File: src/rtl/core/inc_pkg.sv
// Package: widths, constants and shared types for the inverse normal CDF unit.
`default_nettype none
package inc_pkg;

    localparam int PROB_BITS     = 32;
    localparam int OUT_FRAC_BITS = 28;
    localparam int OUT_W         = OUT_FRAC_BITS + 4;

    // internal fixed point: Q.24 for t and the rational correction
    localparam int FB = 24;

    // log2 stage: mantissa Q1.31, fraction Q0.32, one squaring per stage
    localparam int MANT_W    = 32;
    localparam int LOG_STEPS = 32;
    localparam int KW        = $clog2(PROB_BITS);
    localparam int LINT_W    = $clog2(PROB_BITS + 1);
    localparam int L_W       = LINT_W + 32;

    // -2 ln q and its square root
    localparam logic [31:0] LN2_Q32 = 32'd2977044472;
    localparam int HI_W   = LINT_W + 32;
    localparam int SUM_W  = L_W + 1;
    localparam int S_W    = SUM_W + 1;
    localparam int ROOT_W = (S_W - 8 + FB + 1) / 2;
    localparam int RAD_W  = 2 * ROOT_W;

    // rational correction
    localparam int DEN_W = 30;
    localparam int NUM_W = 28;
    localparam int PW    = DEN_W + ROOT_W;

    localparam logic [DEN_W-1:0] K_C0   = DEN_W'(42203372);
    localparam logic [DEN_W-1:0] K_C1   = DEN_W'(13469638);
    localparam logic [DEN_W-1:0] K_C2   = DEN_W'(173275);
    localparam logic [DEN_W-1:0] K_D1   = DEN_W'(24038194);
    localparam logic [DEN_W-1:0] K_D2   = DEN_W'(3175407);
    localparam logic [DEN_W-1:0] K_D3   = DEN_W'(21945);
    localparam logic [DEN_W-1:0] ONE_FB = DEN_W'(1) << FB;

    // output rescale and saturation
    localparam int SH    = OUT_FRAC_BITS - FB;
    localparam int SH_L  = (SH > 0) ? SH : 0;
    localparam int SH_R  = (SH < 0) ? -SH : 0;
    localparam int MAG_W = (ROOT_W + SH_L > OUT_W) ? ROOT_W + SH_L : OUT_W;

    localparam logic [OUT_W-1:0] Q_NEG_ONE = OUT_W'(0) - (OUT_W'(1) << OUT_FRAC_BITS);

    // flags that ride along with each item
    typedef struct packed {
        logic lower;
        logic invalid;
    } side_t;

endpackage
`default_nettype wire

File: src/rtl/core/inc_sqrt.sv
// Scaling by 2 ln 2 and the one-bit-per-stage square root giving t.
`default_nettype none
module inc_sqrt
    import inc_pkg::*;
(
    input  logic              clk,
    input  logic              rst_n,
    input  logic              en,
    input  logic              in_valid,
    input  logic [L_W-1:0]    lval,
    input  side_t             in_side,
    output logic              out_valid,
    output logic [ROOT_W-1:0] tval,
    output side_t             out_side
);

    logic            av_reg;
    logic [HI_W-1:0] hi_reg;
    logic [63:0]     lo_reg;
    side_t           as_reg;

    logic [SUM_W-1:0] sum;
    logic [S_W-1:0]   s_val;

    logic [ROOT_W:0]    v_reg;
    logic [RAD_W-1:0]   rad_reg  [ROOT_W+1];
    logic [ROOT_W:0]    rem_reg  [ROOT_W+1];
    logic [ROOT_W-1:0]  root_reg [ROOT_W+1];
    side_t              s_reg    [ROOT_W+1];

    always_ff @(posedge clk or negedge rst_n)
    begin
        if (!rst_n)
        begin
            av_reg <= 1'b0;
        end
        else if (en)
        begin
            av_reg <= in_valid;
        end
    end

    always_ff @(posedge clk)
    begin
        if (en)
        begin
            hi_reg <= HI_W'(lval[L_W-1:32]) * HI_W'(LN2_Q32);
            lo_reg <= 64'(lval[31:0]) * 64'(LN2_Q32);
            as_reg <= in_side;
        end
    end

    assign sum   = SUM_W'(hi_reg) + SUM_W'(lo_reg[63:32]);
    assign s_val = {sum, 1'b0};

    always_ff @(posedge clk or negedge rst_n)
    begin
        if (!rst_n)
        begin
            v_reg[0] <= 1'b0;
        end
        else if (en)
        begin
            v_reg[0] <= av_reg;
        end
    end

    always_ff @(posedge clk)
    begin
        if (en)
        begin
            rad_reg[0]  <= RAD_W'(s_val[S_W-1:8]) << FB;
            rem_reg[0]  <= '0;
            root_reg[0] <= '0;
            s_reg[0]    <= as_reg;
        end
    end

    // restoring square root, two radicand bits per stage
    for (genvar g = 1; g <= ROOT_W; g++)
    begin : g_root
        logic [ROOT_W+2:0] rem2;
        logic [ROOT_W+2:0] trial;
        logic              fit;

        assign rem2  = {rem_reg[g-1], rad_reg[g-1][RAD_W-1 -: 2]};
        assign trial = (ROOT_W+3)'({root_reg[g-1], 2'b01});
        assign fit   = rem2 >= trial;

        always_ff @(posedge clk or negedge rst_n)
        begin
            if (!rst_n)
            begin
                v_reg[g] <= 1'b0;
            end
            else if (en)
            begin
                v_reg[g] <= v_reg[g-1];
            end
        end

        always_ff @(posedge clk)
        begin
            if (en)
            begin
                rad_reg[g]  <= rad_reg[g-1] << 2;
                rem_reg[g]  <= fit ? (ROOT_W+1)'(rem2 - trial) : rem2[ROOT_W:0];
                root_reg[g] <= {root_reg[g-1][ROOT_W-2:0], fit};
                s_reg[g]    <= s_reg[g-1];
            end
        end
    end

    assign out_valid = v_reg[ROOT_W];
    assign tval      = root_reg[ROOT_W];
    assign out_side  = s_reg[ROOT_W];

endmodule
`default_nettype wire

File: config.mk
export PLATFORM = sky130hd
export DESIGN_NAME = inc_sqrt
export DESIGN_NICKNAME = d
export VERILOG_FILES = /design/src/rtl/core/inc_pkg.sv /design/src/rtl/core/inc_sqrt.sv
export SDC_FILE = /design/constraint.sdc
export NUM_CORES = 2
export LEC_CHECK = 0
export BUFFER_PORTS_ARGS = -buffer_cell sky130_fd_sc_hd__clkbuf_2
export CORE_ASPECT_RATIO = 1.2
export CORE_MARGIN = 5
export CORE_UTILIZATION = 35
export CTS_CLUSTER_SIZE = 30
export DETAILED_ROUTE_END_ITERATION = 7
export HOLD_SLACK_MARGIN = 0.05
export PLACE_DENSITY = 0.6
export SLEW_MARGIN = 40
export SYNTH_ARGS = -nofsm -noshare
export SYNTH_HDL_FRONTEND = slang
export SYNTH_SLANG_ARGS = --single-unit
File: constraint.sdc
create_clock -name clk -period 7.9 [get_ports clk]
set_input_delay 0.79 -clock clk [delete_from_list [all_inputs] [get_ports clk]]
set_output_delay 0.79 -clock clk [all_outputs]
set_load 0.005 [all_outputs]
=== After elaboration in Yosys (flattened, before gate mapping) ===
Memories as Yosys holds them, arrays and structs flattened.
Index checks and enable logic that the tools add are counted.

* Muxes and demuxes: 30
* $lt $le $gt $ge: 28
* Bitwise gates (word level): 0
* Equality and inequality tests: 0
* Multipliers: 2
* Shift-type cells: 0
* Divide/modulo/power cells: 0
* Reduce and logical (&&, ||, !) cells: 0
* Add/sub/neg operators: 29

{| class="wikitable"
|+ Operator list
! cell !! number
|-
| >= comparator 31 x 30 -> 1 bit || 28
|-
| 2-to-1 mux 29 bit || 28
|-
| subtractor 29 bit || 28
|-
| multiplier 32 x 29 -> 61 bit, second input constant || 1
|-
| adder 38 x 32 -> 39 bit || 1
|-
| multiplier 6 x 29 -> 35 bit, second input constant || 1
|-
| 2-to-1 mux 1 bit || 2
|}

* RAM bits: 3,277
* Output and inout bits: 31
* Bits in registers: 128
* Memory bits (read-only): 0
* Memories kept: 4
* Bits in latches: 0

{| class="wikitable"
|+ Memory list
! name !! depth !! width !! rd ports !! clocked after memory_dff !! wr ports !! RTL line !! text
|-
| rad_reg || 29 || 54 || 28 || 0 || 29 || inc_sqrt.sv:26 || <nowiki>logic [RAD_W-1:0] rad_reg [ROOT_W+1];</nowiki>
|-
| rem_reg || 29 || 29 || 28 || 0 || 29 || inc_sqrt.sv:27 || <nowiki>logic [ROOT_W:0] rem_reg [ROOT_W+1];</nowiki>
|-
| root_reg || 29 || 28 || 29 || 0 || 29 || inc_sqrt.sv:28 || <nowiki>logic [ROOT_W-1:0] root_reg [ROOT_W+1];</nowiki>
|-
| s_reg || 29 || 2 || 29 || 0 || 29 || inc_sqrt.sv:29 || <nowiki>side_t s_reg [ROOT_W+1];</nowiki>
|}

=== Depth between registers and ports, before layout ===
An unclocked memory read counts as a cell.

* Depth in word-level cells: 3
* Depth in mapped cells: 27
* Mapped depth without buffers: 27

=== Worst setup path after synthesis ===
Ideal clock, no wire load.

* Kind: input -> register
* Start point: input lval[19]
* End point: register lo_reg[63], data pin
* Path slack: -87 ps
* Setup time: 256 ps
* Arrival time: 7,731 ps
* Stages on the path: 25
* Data required time: 7,644 ps
* Path buffers: 0
* Path through: inv_1 fa_1 inv_1 fa_1 fa_1 inv_1 fa_1 inv_1 fa_1 fa_1 fa_1 inv_1 fa_1 inv_1 ha_1 nand4_1 nor3_1 o221ai_1 a31oi_1 o311ai_0 a2111oi_0 o21ai_0 o21ai_0 o41ai_1 a31o_2

* Cells in the longest elaborated chain, start to end: 1

{| class="wikitable"
|+ Ends and longest elaborated chain
! what !! RTL line !! text
|-
| start: declaration || inc_sqrt.sv:10 || <nowiki>input logic [L_W-1:0] lval,</nowiki>
|-
| multiplier 32 x 29 -> 61 bit || inc_sqrt.sv:48 || <nowiki>lo_reg <= 64'(lval[31:0]) * 64'(LN2_Q32);</nowiki>
|-
| end signal: assignment || inc_sqrt.sv:48 ||
|-
| end: declaration || inc_sqrt.sv:19 || <nowiki>logic [63:0] lo_reg;</nowiki>
|}

No other way between the ends.
A chain may end at the register's enable or synchronous reset.

=== Worst setup path in the final report ===
Same ends and word-level chain as after synthesis.

==> metrics.yaml <==
cts:
  clock_latency_ps: 820
  cts_buffers: 171
  cts_tree: "yes"
  cts_max_path_buffers: 3
  clkSinkCount: 1564
  root_buffer: "clkbuf_16"
  clk_pin_slew_ps: 60
  h-tree-depth: 4
sta:
  final-setup-viol-count: 0
  final_hold_viol_count: 0
  maxSlewViolCount: 0
  fin_crit_sh_pct: 97.5
  finClkSkew_ps: 61.3
  fin_crit_ps: 7710
  rsz0062_at_grt: "true"
  fin_ws_ps: 194
  fmax_mhz: 130
  tightest_slew_ps: 863
  slew_headroom_pct: 42.5
global_routing:
  grt_max_degree: 159
  antenna_found_initial: 1
  grt_pass1_vias: 65300
  grt.overflow.total: 0
  grt_pass1_wl_um: 330000
  grt_use_total_pct: 14.4
min_path:
  hp-class: "in -> reg"
  min_from: "in_side[0]"
drt:
  vias_per_cell: 4.97
  drtAntennaViolNets: 0
  wl_per_cell_um: 16.7
  vias: 61300
  drt-initial-drc-count: 2939
  drc: 0
  drt_wl_total_um: 206000
  drt_pass1_iterations: 7
critical_path:
  cp.required_ps: 8420
  path_class: "in -> reg"
  cp_common_cell: "fa_1"
  cp_slowest_cell: "fa_1"
  critPathLaunchType: "primary input"
  cp_max_fo: 4
  crit_start: "lval[19]"
  cp_data_arrival_time_ps: 8220
  worst_path_largest_cell_delay_ps: 560
  r2r_start: "rem_reg[23][0]"
  cp-end-kind: "flop"
logic_synthesis:
  syn_area_um2: 95300
  synth_cell_type_count: 86
  yosysWarnings: 0
  synth_mux_area_share_pct: 0.997
  ys_ff_latch: 1564
  yosys.area.top_type: "edfxtp_1"
  ys_dominant_reg_cell: "edfxtp_1"
  synth_area_leaders: "edfxtp_1 (48%), ha_1 (11%), fa_1 (8.4%), inv_1 (4.3%), xnor2_1 (3.1%)"
  syn_area_per_cell_um2: 11.6
  synth-simple-area-share_pct: 9.58
  synth_top_cell_area_share_pct: 48.3
  synth-seq-area-share_pct: 49.1
  syn-num-nets: 9468
  synth_edf_count: 1534
  synth_top_family_by_area: "adder cells"
  synth_most_common_cell: "edfxtp_1"
  synth_compound_area_share_pct: 9.99
  synth_commonest_cells: "edfxtp_1 (1534), inv_1 (1098), ha_1 (838), nand2_1 (552), a21oi_1 (458)"
  yosys.area_share.adder_pct: 19.4
  synthXorXnorAreaFrac_pct: 6.09
  ys_async_sr_fraction_pct: 1.92
  synth_cells: 8187
die:
  die_area_um2: 283000
  rows: 209
  dieHeight_um: 582
  die_w_um: 486
  coreArea_um2: 271000
  ios: 75
  start_util_pct: 35.2
place:
  dp_hpwl_um: 162000
  dp_slack_ps: -940
  gp_congestion: 0.912
  io_buffers: 74
status:
  status: "completed"
layout:
  nFillCells: 25500
  syn2layout_area_growth_pct: 13.2
  largest_register_ffs: 732
  layout-drive-gt1-share_pct: 8.72
  nets: 9871
job:
  maxCapViolCount: 0
[final cells by class]
type | count | area, um2 | area share, %
Antenna cell | 3 | 7.51 | 0.00696
Clock buffer | 200 | 4390 | 4.07
Clock inverter | 114 | 1340 | 1.24
Inverter | 1101 | 4140 | 3.84
Multi-Input combinational cell | 5404 | 44000 | 40.8
Sequential cell | 1564 | 46800 | 43.4
Tap cell | 3587 | 4490 | 4.16
Timing Repair Buffer | 348 | 2630 | 2.44
[per-layer routing]
metal,vias up,track usage (%),routed length (um)
li1,29800,-,-
met1,29900,13.8,71800
met2,1016,29.6,118000
met3,511,1.97,5730
met4,0,6.39,9800
met5,-,0,0
[logic make-up (layout without fill, tap and decap cells)]
group / after synthesis / after routing
simple gates: 1874 / 1874
flops: 1564 / 1564
compound gates: 1544 / 1544
fa+ha+maj: 1237 / 1237
buf+inv: 1219 / 1763
xor+xnor: 663 / 663
mux: 85 / 85
other cells: 1 / 4
[stage by stage]
stage                     instances  TNS (ps)  util (%)  hold slack (ps)  cell area, um2
final                         12300         0      39.8              151          108000
after global routing          12300     -29.2      39.8             89.6          108000
after CTS                     12300         0      39.8             72.2          108000
after detailed placement      12000    -10870      37.7              405          102000
after global placement        12000     -9910      37.6              401          102000
after floorplan                8187         0         -              400           95300
[repair_timing]
| item | 4_1_cts | 5_1_grt |
|---|---|---|
| pin swaps | 0 | 3 |
| setup endpoints to repair | 1 | 14 |
| hold buffers | 1 | 0 |
| gates resized for setup | 2 | 13 |
| hold endpoints to repair | 30 | 0 |
| buffers inserted | 0 | 1 |
[worst paths after layout]
kind	end	slack, ps	cells past startpoint
setup / recovery	lo_reg[63]	190	29
hold / removal	as_reg[0]	150	1
max in group asynchronous	v_reg[8]	6880	2
hold reg to reg	rad_reg[0][256]	380	0
min in group asynchronous	v_reg[27]	570	2
setup reg to reg	rem_reg[24][2]	3550	12
[placed cells by master (no fill, tap or decap), types with 73 or more instances in the layout]
master and n:
nor4_1 90, a21oi_1 458, inv_1 1096, o21a_1 73
o21ai_0 437, nor2_1 423, clkbuf_16 171, nand3_1 127
a21o_1 204, buf_4 256, nor3_1 179, ha_1 838
nand2b_1 95, edfxtp_1 1534, xor2_1 324, nand2_1 552
mux2_2 79, fa_1 397, xnor2_1 339
[worst max-delay path, delay by kind of cell]
| family | cells | cell delay (ps) |
|---|---|---|
| and+or+nand+nor | 2 | 490 |
| adders and majority gates | 9 | 4270 |
| buffers and inverters | 10 | 1090 |
| AOI/OAI and AO/OA | 8 | 1580 |
Power is left out: the tool's default activity adds up to more than one toggle a clock period on the data nets, which glitch-free logic cannot reach.
